**src/rtl/c39cv_pkg.sv**
```systemverilog
// shared types, character codes and table values for the code 39 check validator
`default_nettype none

package c39cv_pkg;

  localparam int unsigned SYM_W = 8;
  localparam int unsigned VAL_W = 6;

  localparam logic [VAL_W:0] MOD_BASE = 7'd43;

  // character codes: digit and letter range bounds, then the characters outside those ranges
  localparam logic [SYM_W-1:0] CH_ZERO   = 8'h30;
  localparam logic [SYM_W-1:0] CH_NINE   = 8'h39;
  localparam logic [SYM_W-1:0] CH_A      = 8'h41;
  localparam logic [SYM_W-1:0] CH_Z      = 8'h5A;
  localparam logic [SYM_W-1:0] CH_DASH   = 8'h2D;
  localparam logic [SYM_W-1:0] CH_DOT    = 8'h2E;
  localparam logic [SYM_W-1:0] CH_UNDER  = 8'h5F;
  localparam logic [SYM_W-1:0] CH_DOLLAR = 8'h24;
  localparam logic [SYM_W-1:0] CH_SLASH  = 8'h2F;
  localparam logic [SYM_W-1:0] CH_PLUS   = 8'h2B;
  localparam logic [SYM_W-1:0] CH_PCT    = 8'h25;

  localparam logic [VAL_W-1:0] VAL_LETTER_BASE = 6'd10;
  localparam logic [VAL_W-1:0] VAL_DASH        = 6'd36;
  localparam logic [VAL_W-1:0] VAL_DOT         = 6'd37;
  localparam logic [VAL_W-1:0] VAL_UNDER       = 6'd38;
  localparam logic [VAL_W-1:0] VAL_DOLLAR      = 6'd39;
  localparam logic [VAL_W-1:0] VAL_SLASH       = 6'd40;
  localparam logic [VAL_W-1:0] VAL_PLUS        = 6'd41;
  localparam logic [VAL_W-1:0] VAL_PCT         = 6'd42;

  typedef enum logic [1:0] {
    ST_VALID    = 2'd0,
    ST_BAD_CHAR = 2'd1,
    ST_NO_DATA  = 2'd2,
    ST_MISMATCH = 2'd3
  } status_t;

  typedef struct packed {
    logic [SYM_W-1:0] symbol;
    logic             last;
  } item_t;

  typedef struct packed {
    logic             valid;
    logic [VAL_W-1:0] value;
  } decode_t;

endpackage

`default_nettype wire

```
**src/rtl/c39cv_if.sv**
```systemverilog
// valid/ready channel interfaces for characters in and check results out
`default_nettype none

interface c39cv_in_if;
  logic       valid;
  logic       ready;
  logic [7:0] symbol;
  logic       last;

  modport source (output valid, output symbol, output last, input ready);
  modport sink   (input valid, input symbol, input last, output ready);
endinterface

interface c39cv_out_if;
  logic       valid;
  logic       ready;
  logic [1:0] status;
  logic [5:0] expected_check;
  logic [5:0] received_check;

  modport source (output valid, output status, output expected_check,
                  output received_check, input ready);
  modport sink   (input valid, input status, input expected_check,
                  input received_check, output ready);
endinterface

`default_nettype wire

```
**src/rtl/c39cv_in_stage.sv**
```systemverilog
// input register stage holding one accepted character
`default_nettype none

module c39cv_in_stage
  import c39cv_pkg::*;
(
  input  logic             clk,
  input  logic             rst_n,
  input  logic             in_valid,
  output logic             in_ready,
  input  logic [SYM_W-1:0] in_symbol,
  input  logic             in_last,
  input  logic             advance,
  output logic             item_valid,
  output item_t            item
);

  logic  valid_r, valid_nxt;
  item_t item_r;
  logic  take;

  assign in_ready = !valid_r || advance;
  assign take     = in_valid && in_ready;

  always_comb begin
    valid_nxt = valid_r;
    if (take) begin
      valid_nxt = 1'b1;
    end else if (advance) begin
      valid_nxt = 1'b0;
    end
  end

  always_ff @(posedge clk) begin
    if (!rst_n) begin
      valid_r <= 1'b0;
    end else begin
      valid_r <= valid_nxt;
    end
  end

  always_ff @(posedge clk) begin
    if (take) begin
      item_r.symbol <= in_symbol;
      item_r.last   <= in_last;
    end
  end

  assign item_valid = valid_r;
  assign item       = item_r;

endmodule

`default_nettype wire

```
**src/rtl/c39cv_decode.sv**
```systemverilog
// maps a character code to its table value 0..42, or flags it as not in the table
`default_nettype none

module c39cv_decode
  import c39cv_pkg::*;
(
  input  logic [SYM_W-1:0] symbol,
  output decode_t          dec
);

  always_comb begin
    dec = '0;
    if (symbol >= CH_ZERO && symbol <= CH_NINE) begin
      dec.valid = 1'b1;
      dec.value = VAL_W'(symbol - CH_ZERO);
    end else if (symbol >= CH_A && symbol <= CH_Z) begin
      dec.valid = 1'b1;
      dec.value = VAL_W'(symbol - CH_A) + VAL_LETTER_BASE;
    end else begin
      case (symbol)
        CH_DASH: begin
          dec.valid = 1'b1;
          dec.value = VAL_DASH;
        end
        CH_DOT: begin
          dec.valid = 1'b1;
          dec.value = VAL_DOT;
        end
        CH_UNDER: begin
          dec.valid = 1'b1;
          dec.value = VAL_UNDER;
        end
        CH_DOLLAR: begin
          dec.valid = 1'b1;
          dec.value = VAL_DOLLAR;
        end
        CH_SLASH: begin
          dec.valid = 1'b1;
          dec.value = VAL_SLASH;
        end
        CH_PLUS: begin
          dec.valid = 1'b1;
          dec.value = VAL_PLUS;
        end
        CH_PCT: begin
          dec.valid = 1'b1;
          dec.value = VAL_PCT;
        end
        default: begin
          dec = '0;
        end
      endcase
    end
  end

endmodule

`default_nettype wire

```
**src/rtl/c39cv_accum.sv**
```systemverilog
// modulo-43 running sum, symbol flags and the registered check result
`default_nettype none

module c39cv_accum
  import c39cv_pkg::*;
(
  input  logic             clk,
  input  logic             rst_n,
  input  logic             item_valid,
  input  logic             item_last,
  input  decode_t          dec,
  output logic             advance,
  output logic             out_valid,
  input  logic             out_ready,
  output logic [1:0]       out_status,
  output logic [VAL_W-1:0] out_expected,
  output logic [VAL_W-1:0] out_received
);

  logic [VAL_W-1:0] sum_r, sum_nxt;
  logic             seen_r, seen_nxt;
  logic             bad_r, bad_nxt;
  logic             out_valid_r, out_valid_nxt;
  status_t          status_r, status_nxt;
  logic [VAL_W-1:0] expected_r;
  logic [VAL_W-1:0] received_r, received_nxt;
  logic [VAL_W:0]   sum_wide;
  logic             emit;

  // a data character never waits on the result side
  assign advance = item_valid && (!item_last || !out_valid_r || out_ready);
  assign emit    = advance && item_last;

  always_comb begin
    sum_wide = {1'b0, sum_r} + {1'b0, dec.value};
    if (sum_wide >= MOD_BASE) begin
      sum_wide = sum_wide - MOD_BASE;
    end
  end

  always_comb begin
    received_nxt = dec.valid ? dec.value : '0;
    if (bad_r || !dec.valid) begin
      status_nxt = ST_BAD_CHAR;
    end else if (!seen_r) begin
      status_nxt = ST_NO_DATA;
    end else if (received_nxt != sum_r) begin
      status_nxt = ST_MISMATCH;
    end else begin
      status_nxt = ST_VALID;
    end
  end

  always_comb begin
    sum_nxt  = sum_r;
    seen_nxt = seen_r;
    bad_nxt  = bad_r;
    if (advance) begin
      if (item_last) begin
        sum_nxt  = '0;
        seen_nxt = 1'b0;
        bad_nxt  = 1'b0;
      end else if (dec.valid) begin
        sum_nxt  = sum_wide[VAL_W-1:0];
        seen_nxt = 1'b1;
      end else begin
        bad_nxt = 1'b1;
      end
    end
  end

  always_comb begin
    out_valid_nxt = out_valid_r;
    if (emit) begin
      out_valid_nxt = 1'b1;
    end else if (out_ready) begin
      out_valid_nxt = 1'b0;
    end
  end

  always_ff @(posedge clk) begin
    if (!rst_n) begin
      sum_r       <= '0;
      seen_r      <= 1'b0;
      bad_r       <= 1'b0;
      out_valid_r <= 1'b0;
    end else begin
      sum_r       <= sum_nxt;
      seen_r      <= seen_nxt;
      bad_r       <= bad_nxt;
      out_valid_r <= out_valid_nxt;
    end
  end

  always_ff @(posedge clk) begin
    if (emit) begin
      status_r   <= status_nxt;
      expected_r <= sum_r;
      received_r <= received_nxt;
    end
  end

  assign out_valid    = out_valid_r;
  assign out_status   = status_r;
  assign out_expected = expected_r;
  assign out_received = received_r;

endmodule

`default_nettype wire

```
**src/rtl/code39_check_validator_unit.sv**
```systemverilog
// top level of the code 39 modulo-43 check character validator
//
//   channel   dir  payload                                   transaction
//   in_chan   in   symbol[7:0], last                         one character
//   out_chan  out  status[1:0], expected_check[5:0],         one result per last
//                  received_check[5:0]
//
// one character per cycle unless a last character waits on the result register;
// a result is offered once its last character has passed the input register
// and then the result register; data characters always drain, a last character
// waits only while the result register is full and out_chan.ready is low
// rst_n clears the running sum, both flags and both valid registers
`default_nettype none

module code39_check_validator_unit
  import c39cv_pkg::*;
(
  input  logic         clk,
  input  logic         rst_n,
  c39cv_in_if.sink     in_chan,
  c39cv_out_if.source  out_chan
);

  logic    advance;
  logic    item_valid;
  item_t   item;
  decode_t dec;

  c39cv_in_stage u_in_stage (
    .clk        (clk),
    .rst_n      (rst_n),
    .in_valid   (in_chan.valid),
    .in_ready   (in_chan.ready),
    .in_symbol  (in_chan.symbol),
    .in_last    (in_chan.last),
    .advance    (advance),
    .item_valid (item_valid),
    .item       (item)
  );

  c39cv_decode u_decode (
    .symbol (item.symbol),
    .dec    (dec)
  );

  c39cv_accum u_accum (
    .clk          (clk),
    .rst_n        (rst_n),
    .item_valid   (item_valid),
    .item_last    (item.last),
    .dec          (dec),
    .advance      (advance),
    .out_valid    (out_chan.valid),
    .out_ready    (out_chan.ready),
    .out_status   (out_chan.status),
    .out_expected (out_chan.expected_check),
    .out_received (out_chan.received_check)
  );

endmodule

`default_nettype wire

```
**src/flat_wrapper.sv**
```systemverilog
// flat-port wrapper written by rule: the top's interface ports become plain ports
module code39_check_validator_unit_flat import c39cv_pkg::*;
  (clk, rst_n, in_chan_valid, in_chan_symbol, in_chan_last, in_chan_ready, out_chan_valid, out_chan_status, out_chan_expected_check, out_chan_received_check, out_chan_ready);
  c39cv_in_if in_chan_i ();
  c39cv_out_if out_chan_i ();
  input  logic clk;
  input  logic rst_n;
  input wire logic [$bits(in_chan_i.valid)-1:0] in_chan_valid;
  input wire logic [$bits(in_chan_i.symbol)-1:0] in_chan_symbol;
  input wire logic [$bits(in_chan_i.last)-1:0] in_chan_last;
  output wire logic [$bits(in_chan_i.ready)-1:0] in_chan_ready;
  output wire logic [$bits(out_chan_i.valid)-1:0] out_chan_valid;
  output wire logic [$bits(out_chan_i.status)-1:0] out_chan_status;
  output wire logic [$bits(out_chan_i.expected_check)-1:0] out_chan_expected_check;
  output wire logic [$bits(out_chan_i.received_check)-1:0] out_chan_received_check;
  input wire logic [$bits(out_chan_i.ready)-1:0] out_chan_ready;
  assign in_chan_i.valid = in_chan_valid;
  assign in_chan_i.symbol = in_chan_symbol;
  assign in_chan_i.last = in_chan_last;
  assign in_chan_ready = in_chan_i.ready;
  assign out_chan_valid = out_chan_i.valid;
  assign out_chan_status = out_chan_i.status;
  assign out_chan_expected_check = out_chan_i.expected_check;
  assign out_chan_received_check = out_chan_i.received_check;
  assign out_chan_i.ready = out_chan_ready;
  code39_check_validator_unit u_core (.clk(clk), .rst_n(rst_n), .in_chan(in_chan_i), .out_chan(out_chan_i));
endmodule
```
**config.mk**
```make
export PLATFORM = sky130hd
export DESIGN_NAME = code39_check_validator_unit_flat
export DESIGN_NICKNAME = d
export VERILOG_FILES = /design/src/rtl/c39cv_pkg.sv /design/src/rtl/c39cv_if.sv /design/src/rtl/c39cv_in_stage.sv /design/src/rtl/c39cv_decode.sv /design/src/rtl/c39cv_accum.sv /design/src/rtl/code39_check_validator_unit.sv /design/src/flat_wrapper.sv
export SDC_FILE = /design/constraint.sdc
export NUM_CORES = 1
export LEC_CHECK = 0
export BUFFER_PORTS_ARGS = -buffer_cell sky130_fd_sc_hd__buf_2
export CAP_MARGIN = 5
export CORE_MARGIN = 4
export CORE_UTILIZATION = 58
export DETAILED_ROUTE_END_ITERATION = 16
export PLACE_DENSITY_LB_ADDON = 0.2
export SLEW_MARGIN = 0
export SYNTH_ARGS = -nofsm -noshare
export SYNTH_HDL_FRONTEND = slang
export SYNTH_HIERARCHICAL = 1
export SYNTH_SLANG_ARGS = --single-unit
```
**constraint.sdc**
```tcl
create_clock -name clk -period 5.1 [get_ports clk]
set_input_delay 0.51 -clock clk [delete_from_list [all_inputs] [get_ports clk]]
set_output_delay 0.51 -clock clk [all_outputs]
set_load 0.01 [all_outputs]
```
==> results of run 1 <==
==> kinds of logic after synthesis <==
family	after synthesis	synth area share (%)
and+or+nand+nor	82	21.8
AOI/OAI and AO/OA	65	21.9
DFF	33	39.9
adders and majority gates	17	9.86
buffers and inverters	14	2.52
xor gates and xnor gates	7	3.08
muxes	2	0.952
==> report_power, final <==
| group | internal [mW] | switching, mW | total (mW) |
|---|---|---|---|
| Sequential | 0.299 | 0.0110 | 0.310 |
| Combinational | 0.0373 | 0.0519 | 0.0893 |
| Clock | 0.144 | 0.0927 | 0.237 |
==> layout make-up <==
class	instances	area [um^2]	area share, %
multi-input combinational	173	1290	50.9
inverter	10	37.5	1.48
tap	48	60.1	2.38
clock inverter	2	33.8	1.34
clock buffer	6	72.6	2.87
sequential	33	891	35.2
timing repair buffer	29	148	5.84
==> critical path: stages (launching register included) <==
cell and delay, ps:
edfxtp_1 450, inv_1 130, ha_1 290, nor4b_2 350
a21oi_2 130, o21a_2 170, a221oi_1 330, a21oi_1 110
ha_1 280, fa_1 580, ha_1 230, a211oi_1 60
o32ai_1 420, nand2_2 130, o311ai_1 290, a211o_1 130
==> placed cells by master (no fill, tap or decap), drive strengths merged, types with 6 or more instances in the layout <==
master,synthesis,layout
nand2b,9,9
ha,16,16
o21ai,15,15
edfxtp,23,23
nand2,14,14
a21oi,11,11
inv,10,10
and2,10,10
dfxtp,10,10
nand3,7,7
buf,2,29
nor2,13,13
clkbuf,2,6
==> through the flow <==
stage / utilization (%) / worst slack, ps / cell area [um^2]
3_5_place_dp: 65.7 / 996 / 2420
5_1_grt: 68.6 / 556 / 2530
2_1_floorplan: - / 1420 / 2230
4_1_cts: 68.6 / 983 / 2530
6_report: 68.6 / 954 / 2530
3_3_place_gp: 65.7 / 1050 / 2420
==> final timing paths <==
check	start	slack [ps]	cells after the start	to
worst min register to register	u_core/u_accum/bad_r$_SDFFE_PN0P_	490	2	u_core/u_accum/bad_r$_SDFFE_PN0P_
worst max register to register	u_core/u_in_stage/item[2]$_DFFE_PP_	950	15	u_core/u_accum/sum_r[4]$_SDFFE_PN0P_
worst max-delay path	u_core/u_in_stage/item[2]$_DFFE_PP_	950	15	u_core/u_accum/sum_r[4]$_SDFFE_PN0P_
worst min-delay path	in_chan_symbol[7]	400	1	u_core/u_in_stage/item[8]$_DFFE_PP_
==> registers in the layout (all words and copies together) (netlist names) <==
register,cells
u_core/u_accum/out_valid,1
u_core/u_accum/bad_r,1
u_core/u_accum/sum_r,6
u_core/u_in_stage/item,9
u_core/u_accum/out_received,6
u_core/u_accum/out_status,2
u_core/u_accum/seen_r,1
u_core/u_accum/out_expected,6
u_core/u_in_stage/item_valid,1
==> per-layer routing <==
metal / track usage, % / share of wire (%)
met1: 25.4 / 46
met5: 0 / 0
met2: 27.4 / 44
met3: 5.32 / 7.8
met4: 8.51 / 2.3
==> run summary, run 1 <==
Syn Inst Count: 220
Post-synth top cells: edfxtp_1, ha_1, nand2_1
number of vias per cell: 5.97
I/O pin count: 29
post-route non-filler standard cell count: 301
count leader, synth: edfxtp_1
Resized cells post-CTS: 0
Post-Syn Nets: 250
Die X: 70.1 um
Fin Setup TNS: 0 ps
status: finished, final reports clean
Final Max Tran Viols: 0
# diodes: 0
Slew HR: 55.7%
Setup Crit Path Kind: flip-flop to flip-flop
Filler Cells Inserted: 302
vias: 1796
Core Box Area: 3690 um^2
ys async rst share: 0%
DR pass1 iterations: 4
total CTS buffers: 5
clk slew on worst S/H paths: 70 ps
Nets: 282
Syn Area/Cell: 10.2 um^2
number of synthesized flops with an enable pin: 23
Peak VDD IR: 183 uV
clk sinks: 33
crit-path max FO: 6
total power: 0.636 mW
gr ovfl total: 0
number of synthesized register bits: 33
Worst setup SP type: flip-flop
clock skew: 5.77 ps
postcts setup bufs: 0
Worst-Skew Late Latency: 280 ps
Setup violations, final: 0
Max Cap Viol: 0
initial antenna violation count: 0
final hold violations: 0
final RePlAce weighted congestion: 0.947
WHS: 404 ps
pwr dens: 251 nW/um^2
Iter 0 DRT Violations: 151
Synth area leader: edfxtp_1
H-tree lvl count: 2
area share of the largest cell type after synthesis: 30.9%
Port Buffer Count: 28
area growth from synthesis to layout: 13.2%
placed insts: 293
fin crit share: 81.3%
largest net degree at the start of global routing: 16
vias in the first global route: 1669
CTS tree: yes
Total GRT Usage: 18.7%
Netlist cell types: 76
slew at the pin closest to its max-slew limit: 657 ps
Seq/Total Area, Yosys: 39.9%
CTS Hold Bufs: 0
row cnt: 22
Clock Tree Root: clkbuf_8
dpl hpwl: 3410 um
Yosys warning total: 6
synth top area cells: edfxtp_1, dfxtp_1, ha_1
Leak: 1.01 nW
first-pass GRT wire length: 7420 um
layout cell share with drive strength beyond 1: 22.5%
residual DRC count: 0
CTS Buffer Depth: 2
CP arrival: 4380 ps
post-layout min period: 4150 ps
Fmax: 241 MHz
Hold Crit Class: input port to flip-flop
die area: 4910 um^2
initial cell density of the core: 60.5%
Synth Cell Area: 2230 um^2
Detailed Route WL: 4430 um
CP endpoint kind: flip-flop
ANT nets after route: 0
WP data required: 5330 ps
Top FF cell, synth: edfxtp_1
Die H: 70.1 um
wire length per cell: 14.7 um
RSZ-0062 raised after global routing: false
Power figures use the tool's default switching activity.
==> inputs of run 2 (changes only) <==
CORE_UTILIZATION = 52   (was 58)
clock period = 3.5 ns   (was 5.1 ns; I/O delays follow)
==> run 2 against run 1 <==
Effect of this change:
- the run now ends with negative setup slack left
- sequential power increased by 45%
- power increased by 45%
- worst hold slack got worse by 170 ps
- clock power increased by 19%
- combinational power increased by 110%
- clock skew increased by 0.51 ps
- final cell count increased by 14%
- flip-flop and latch count unchanged
- non-clock buffer count increased by 39
- critical path depth decreased by 1
- global-route usage increased by 1.7 points
==> run summary, run 2 (same netlist as run 1, synthesis figures left out) <==
status: finished, violations left (was finished, final reports clean)
failing checks: negative setup slack
Detailed Route WL: 5510 um (was 4430 um)
Clock Tree Root: clkbuf_8 (unchanged)
WP data required: 3730 ps (was 5330 ps)
pwr dens: 307 nW/um^2 (was 251 nW/um^2)
CTS tree: yes (unchanged)
clk sinks: 33 (unchanged)
total power: 0.919 mW (was 0.636 mW)
first-pass GRT wire length: 8440 um (was 7420 um)
placed inst area: 2700 um^2 (was 2420 um^2)
CP endpoint kind: flip-flop (unchanged)
initial antenna violation count: 0 (unchanged)
Max Cap Viol: 0 (unchanged)
Setup WS post-layout: -58.6 ps (was 954 ps)
Peak VDD IR: 333 uV (was 183 uV)
final RePlAce weighted congestion: 0.896 (was 0.947)
area growth from synthesis to layout: 34.1% (was 13.2%)
Fin Setup TNS: -116 ps (was 0 ps)
number of vias per cell: 5.76 (was 5.97)
M2 GR Usage: 31.5% (was 27.4%)
final core occ: 73.3% (was 68.6%)
final hold violations: 0 (unchanged)
I/O pin count: 29 (unchanged)
dpl hpwl: 3870 um (was 3410 um)
Worst-Skew Late Latency: 280 ps (about the same)
GR Layer Usage met3: 4.51% (was 5.32%)
Worst setup SP type: flip-flop (unchanged)
Slew HR: 53.5% (was 55.7%)
register area: 891 um^2 (unchanged)
total CTS buffers: 5 (unchanged)
max reg flops: 9 (unchanged)
Setup violations, final: 3 (was 0)
R2R setup slack: -60 ps (was 950 ps)
Setup Crit Path Kind: flip-flop to flip-flop (unchanged)
Hold Crit Class: input port to flip-flop (unchanged)
gr busiest metal: met2 (unchanged)
H-tree lvl count: 2 (unchanged)
CP arrival: 3790 ps (was 4380 ps)
Iter 0 DRT Violations: 175 (was 151)
Nets: 321 (was 282)
M1 GR Usage: 27.9% (was 25.4%)
Port Buffer Count: 28 (unchanged)
Leak: 1.21 nW (was 1.01 nW)
# diodes: 0 (unchanged)
DR pass1 iterations: 4 (unchanged)
RSZ-0062 raised after global routing: true (was false)
clock skew: 6.28 ps (was 5.77 ps)
Total GRT Usage: 20.3% (was 18.7%)
die area: 5410 um^2 (was 4910 um^2)
fin crit share: 102% (was 81.3%)
row cnt: 23 (was 22)
crit-path max FO: 5 (was 6)
slew at the pin closest to its max-slew limit: 698 ps (was 657 ps)
gr ovfl total: 0 (unchanged)
Final Max Tran Viols: 0 (unchanged)
ANT nets after route: 0 (unchanged)
pre-CTS setup slack: -80.5 ps (was 996 ps)
Die H: 73.5 um (was 70.1 um)
post-route cell area: 2990 um^2 (was 2530 um^2)
commonest non-fill, non-tap cell in the layout: buf_4 (was buf_2)
post-layout min period: 3560 ps (was 4150 ps)
layout cell share with drive strength beyond 1: 42.1% (was 22.5%)
CTS Hold Bufs: 0 (unchanged)
Core Box Area: 4090 um^2 (was 3690 um^2)
vias in the first global route: 1814 (was 1669)
CTS Buffer Depth: 2 (unchanged)
multi-input logic area: 1470 um^2 (was 1290 um^2)
Filler Cells Inserted: 274 (was 302)
vias: 1970 (was 1796)
residual DRC count: 0 (unchanged)
wire length per cell: 16.1 um (was 14.7 um)
Die X: 73.5 um (was 70.1 um)
clk slew on worst S/H paths: 70 ps (about the same)
most frequent cells in the layout: buf_4, buf_2, edfxtp_1 (was buf_2, edfxtp_1, ha_1)
largest net degree at the start of global routing: 16 (unchanged)
Fmax: 281 MHz (was 241 MHz)
initial cell density of the core: 54.7% (was 60.5%)
## run 2: cell count changes in the layout (fill, tap and decap cells not counted), moves of 3 or more
cell	delta
a21oi_1	-4
a21oi_2	+4
buf_4	+37
ha_1	-7
ha_2	+3
ha_4	+4
## run 2: worst max-delay path, stage by stage (launching register included)
cell	delay [ps]
edfxtp_1	480
inv_2	100
ha_2	200
mux2_2	260
a22o_1	200
a221oi_2	260
a21oi_2	60
ha_2	200
fa_2	390
a211oi_4	290
nor3b_2	100
or2_1	240
or4_4	520
o311ai_2	80
a211o_1	120
## run 2: area by class of cell
cell class                      instances  area share, %
Clock inverter                          2          0.334
Sequential cell                        33           29.8
Timing Repair Buffer                   68           15.0
Inverter                               10           1.25
Clock buffer                            6           2.42
Multi-Input combinational cell        173           49.2
Tap cell                               50           2.09
## run 2: report_power, final
group	switching (mW)	internal (mW)	total (mW)
logic	0.0997	0.0893	0.189
registers	0.0133	0.435	0.448
clock network	0.144	0.138	0.282
total	0.257	0.662	0.919
## run 2: timing repair
| item | 4_1_cts | 5_1_grt |
|---|---|---|
| pin swaps | 3 | 11 |
| resized for setup | 3 | 28 |
| setup buffers | 2 | 5 |
| setup endpoints to repair | 6 | 6 |
## run 2: routing by layer
layer	vias to the layer above	share of wire (%)
li1	969	-
met1	919	45
met2	71	47
met3	11	6.3
met4	0	1.6
met5	-	0
## run 2: path summary, 6_finish.rpt
| kind | startpoint | end | cells past startpoint |
|---|---|---|---|
| setup / recovery | u_core/u_in_stage/item[1]$_DFFE_PP_ | u_core/u_accum/sum_r[4]$_SDFFE_PN0P_ | 14 |
| hold / removal | in_chan_symbol[3] | u_core/u_in_stage/item[4]$_DFFE_PP_ | 1 |
| setup reg to reg | u_core/u_in_stage/item[1]$_DFFE_PP_ | u_core/u_accum/sum_r[4]$_SDFFE_PN0P_ | 14 |
| hold reg to reg | u_core/u_accum/bad_r$_SDFFE_PN0P_ | u_core/u_accum/bad_r$_SDFFE_PN0P_ | 2 |
## run 2: stage by stage
step	cells	hold WS (ps)
after floorplan	220	428
after global placement	327	454
after detailed placement	327	466
after CTS	337	233
after global routing	342	218
final	342	238
==> inputs of run 3 (changes only) <==
SETUP_SLACK_MARGIN = 0.02   (was unset)
==> run 3 against run 2 <==
Effect of this change:
- the flow still finishes with violations (negative setup slack)
- largest power group unchanged
- fmax shrank 4.5%
- worst hold slack gained 2.5 ps
- clock-buffer cell count is the same
- combinational power about the same
- die area is the same
- highest routed layer unchanged
- worst setup slack got worse by 170 ps
- clock power is essentially flat
==> run summary, run 3 (same netlist as run 1, synthesis figures left out) <==
RSZ-0062 raised after global routing: true (unchanged)
total power: 0.919 mW (about the same)
initial antenna violation count: 0 (unchanged)
initial cell density of the core: 54.7% (unchanged)
wire length per cell: 15.7 um (was 16.1 um)
Leak: 1.22 nW (was 1.21 nW)
Total GRT Usage: 21.2% (was 20.3%)
power share of the sequential group: 48.8% (about the same)
Clock Tree Root: clkbuf_8 (unchanged)
Peak VDD IR: 254 uV (was 333 uV)
WP data required: 3730 ps (about the same)
Psw: 0.256 mW (was 0.257 mW)
failing checks: negative setup slack (unchanged)
CP endpoint kind: flip-flop (unchanged)
first-pass GRT wire length: 8910 um (was 8440 um)
Die H: 73.5 um (unchanged)
largest net degree at the start of global routing: 16 (unchanged)
clock skew: 6.25 ps (was 6.28 ps)
Max Cap Viol: 0 (unchanged)
commonest non-fill, non-tap cell in the layout: buf_4 (unchanged)
Hold Crit Class: input port to flip-flop (unchanged)
ANT nets after route: 0 (unchanged)
Detailed Route WL: 5470 um (was 5510 um)
residual DRC count: 0 (unchanged)
clk slew on worst S/H paths: 70 ps (about the same)
most frequent cells in the layout: buf_4, buf_2, edfxtp_1 (unchanged)
number of vias per cell: 5.88 (was 5.76)
post-layout min period: 3730 ps (was 3560 ps)
H-tree lvl count: 2 (unchanged)
total CTS buffers: 5 (unchanged)
status: finished, violations left (unchanged)
die area: 5410 um^2 (unchanged)
Reg2Reg Launch Point: u_core/u_in_stage/item[1]$_DFFE_PP_ (unchanged)
Setup Crit Path Kind: flip-flop to flip-flop (unchanged)
Switching Share: 27.8% (was 27.9%)
Worst-Skew Late Latency: 280 ps (about the same)
Port Buffer Count: 28 (unchanged)
final RePlAce weighted congestion: 0.900 (was 0.896)
fin crit share: 106% (was 102%)
Worst setup SP type: flip-flop (unchanged)
Setup WS post-layout: -227 ps (was -58.6 ps)
CP arrival: 3960 ps (was 3790 ps)
DR pass1 iterations: 4 (unchanged)
Setup violations, final: 6 (was 3)
worst hold start: in_chan_symbol[5] (was in_chan_symbol[3])
area growth from synthesis to layout: 33.9% (was 34.1%)
layout cell share with drive strength beyond 1: 40.4% (was 42.1%)
gr ovfl total: 0 (unchanged)
clk sinks: 33 (unchanged)
clock power share: 30.6% (was 30.7%)
Iter 0 DRT Violations: 110 (was 175)
dpl hpwl: 4050 um (was 3870 um)
slew at the pin closest to its max-slew limit: 666 ps (was 698 ps)
Fmax: 268 MHz (was 281 MHz)
CTS Hold Bufs: 0 (unchanged)
Slew HR: 55.6% (was 53.5%)
Nets: 326 (was 321)
Final Max Tran Viols: 0 (unchanged)
vias in the first global route: 1941 (was 1814)
final hold violations: 0 (unchanged)
crit-path max FO: 4 (was 5)
CTS tree: yes (unchanged)
WHS: 241 ps (was 238 ps)
CTS Buffer Depth: 2 (unchanged)
crit path from: u_core/u_in_stage/item[1]$_DFFE_PP_ (unchanged)
Fin Setup TNS: -588 ps (was -116 ps)
Core Box Area: 4090 um^2 (unchanged)
Int Power: 0.663 mW (was 0.662 mW)
row cnt: 23 (unchanged)
I/O pin count: 29 (unchanged)
pwr dens: 307 nW/um^2 (about the same)
vias: 2041 (was 1970)
Die X: 73.5 um (unchanged)
# diodes: 0 (unchanged)
max reg flops: 9 (unchanged)
combinational fraction of design power: 20.5% (was 20.6%)
run 3: critical path: stages (launching register included):
cell      delay [ps]
edfxtp_1         490
inv_2            150
ha_4             140
nor4b_4          220
a21oi_2          100
o21a_2           140
a221oi_2         300
a21oi_2           80
ha_2             220
fa_2             420
a211oi_2         290
nor3b_2           90
or2_1            270
or4_4            530
o311ai_4          80
a211o_1          160
run 3: area by class of cell:
type | count | area, um^2
Timing Repair Buffer | 73 | 478
Tap cell | 50 | 62.6
Clock inverter | 2 | 11.3
Clock buffer | 6 | 72.6
Multi-Input combinational cell | 173 | 1440
Fill cell | 295 | 1090
Inverter | 10 | 37.5
Sequential cell | 33 | 891
run 3: what timing repair did:
| action | in CTS | in global routing |
|---|---|---|
| setup endpoints to repair | 4 | 6 |
| cloned | 0 | 0 |
| setup buffers | 1 | 7 |
| pin swaps | 1 | 14 |
| gates resized for setup | 3 | 13 |
| hold endpoints to repair | 0 | 0 |
run 3: layer usage:
metal / vias to the layer above / track usage, % / wire length (um)
li1: 987 / - / -
met1: 975 / 28.7 / 2420
met2: 68 / 32.9 / 2540
met3: 11 / 4.51 / 404
met4: 0 / 8.65 / 102
met5: - / 0 / 0
run 3: power by group through the flow:
stage          Clock (mW)  Sequential [mW]  Combinational (mW)
6_report            0.282            0.449               0.188
5_1_grt             0.305            0.451               0.207
4_1_cts             0.284            0.449               0.173
3_5_place_dp            0            0.458               0.168
3_3_place_gp            0            0.456               0.165
2_1_floorplan           0            0.458              0.0983
run 3: per-stage QoR:
step | cells | setup slack (ps) | cell area [um^2] | utilization, %
final | 347 | -227 | 2990 | 73.2
after global routing | 347 | -414 | 2990 | 73.2
after CTS | 340 | -22.8 | 2860 | 70.0
after detailed placement | 331 | -29.4 | 2750 | 67.4
after global placement | 331 | 27.6 | 2750 | 67.4
after floorplan | 220 | 28.7 | 2290 | -
run 3: path summary, 6_finish.rpt:
path                                                              end  slack [ps]  cells past startpoint
worst min register to register  u_core/u_accum/out_valid$_SDFFE_PN0P_         500                      2
worst max-delay path             u_core/u_accum/sum_r[4]$_SDFFE_PN0P_        -230                     15
worst max register to register   u_core/u_accum/sum_r[4]$_SDFFE_PN0P_        -230                     15
worst min-delay path              u_core/u_in_stage/item[6]$_DFFE_PP_         240                      1
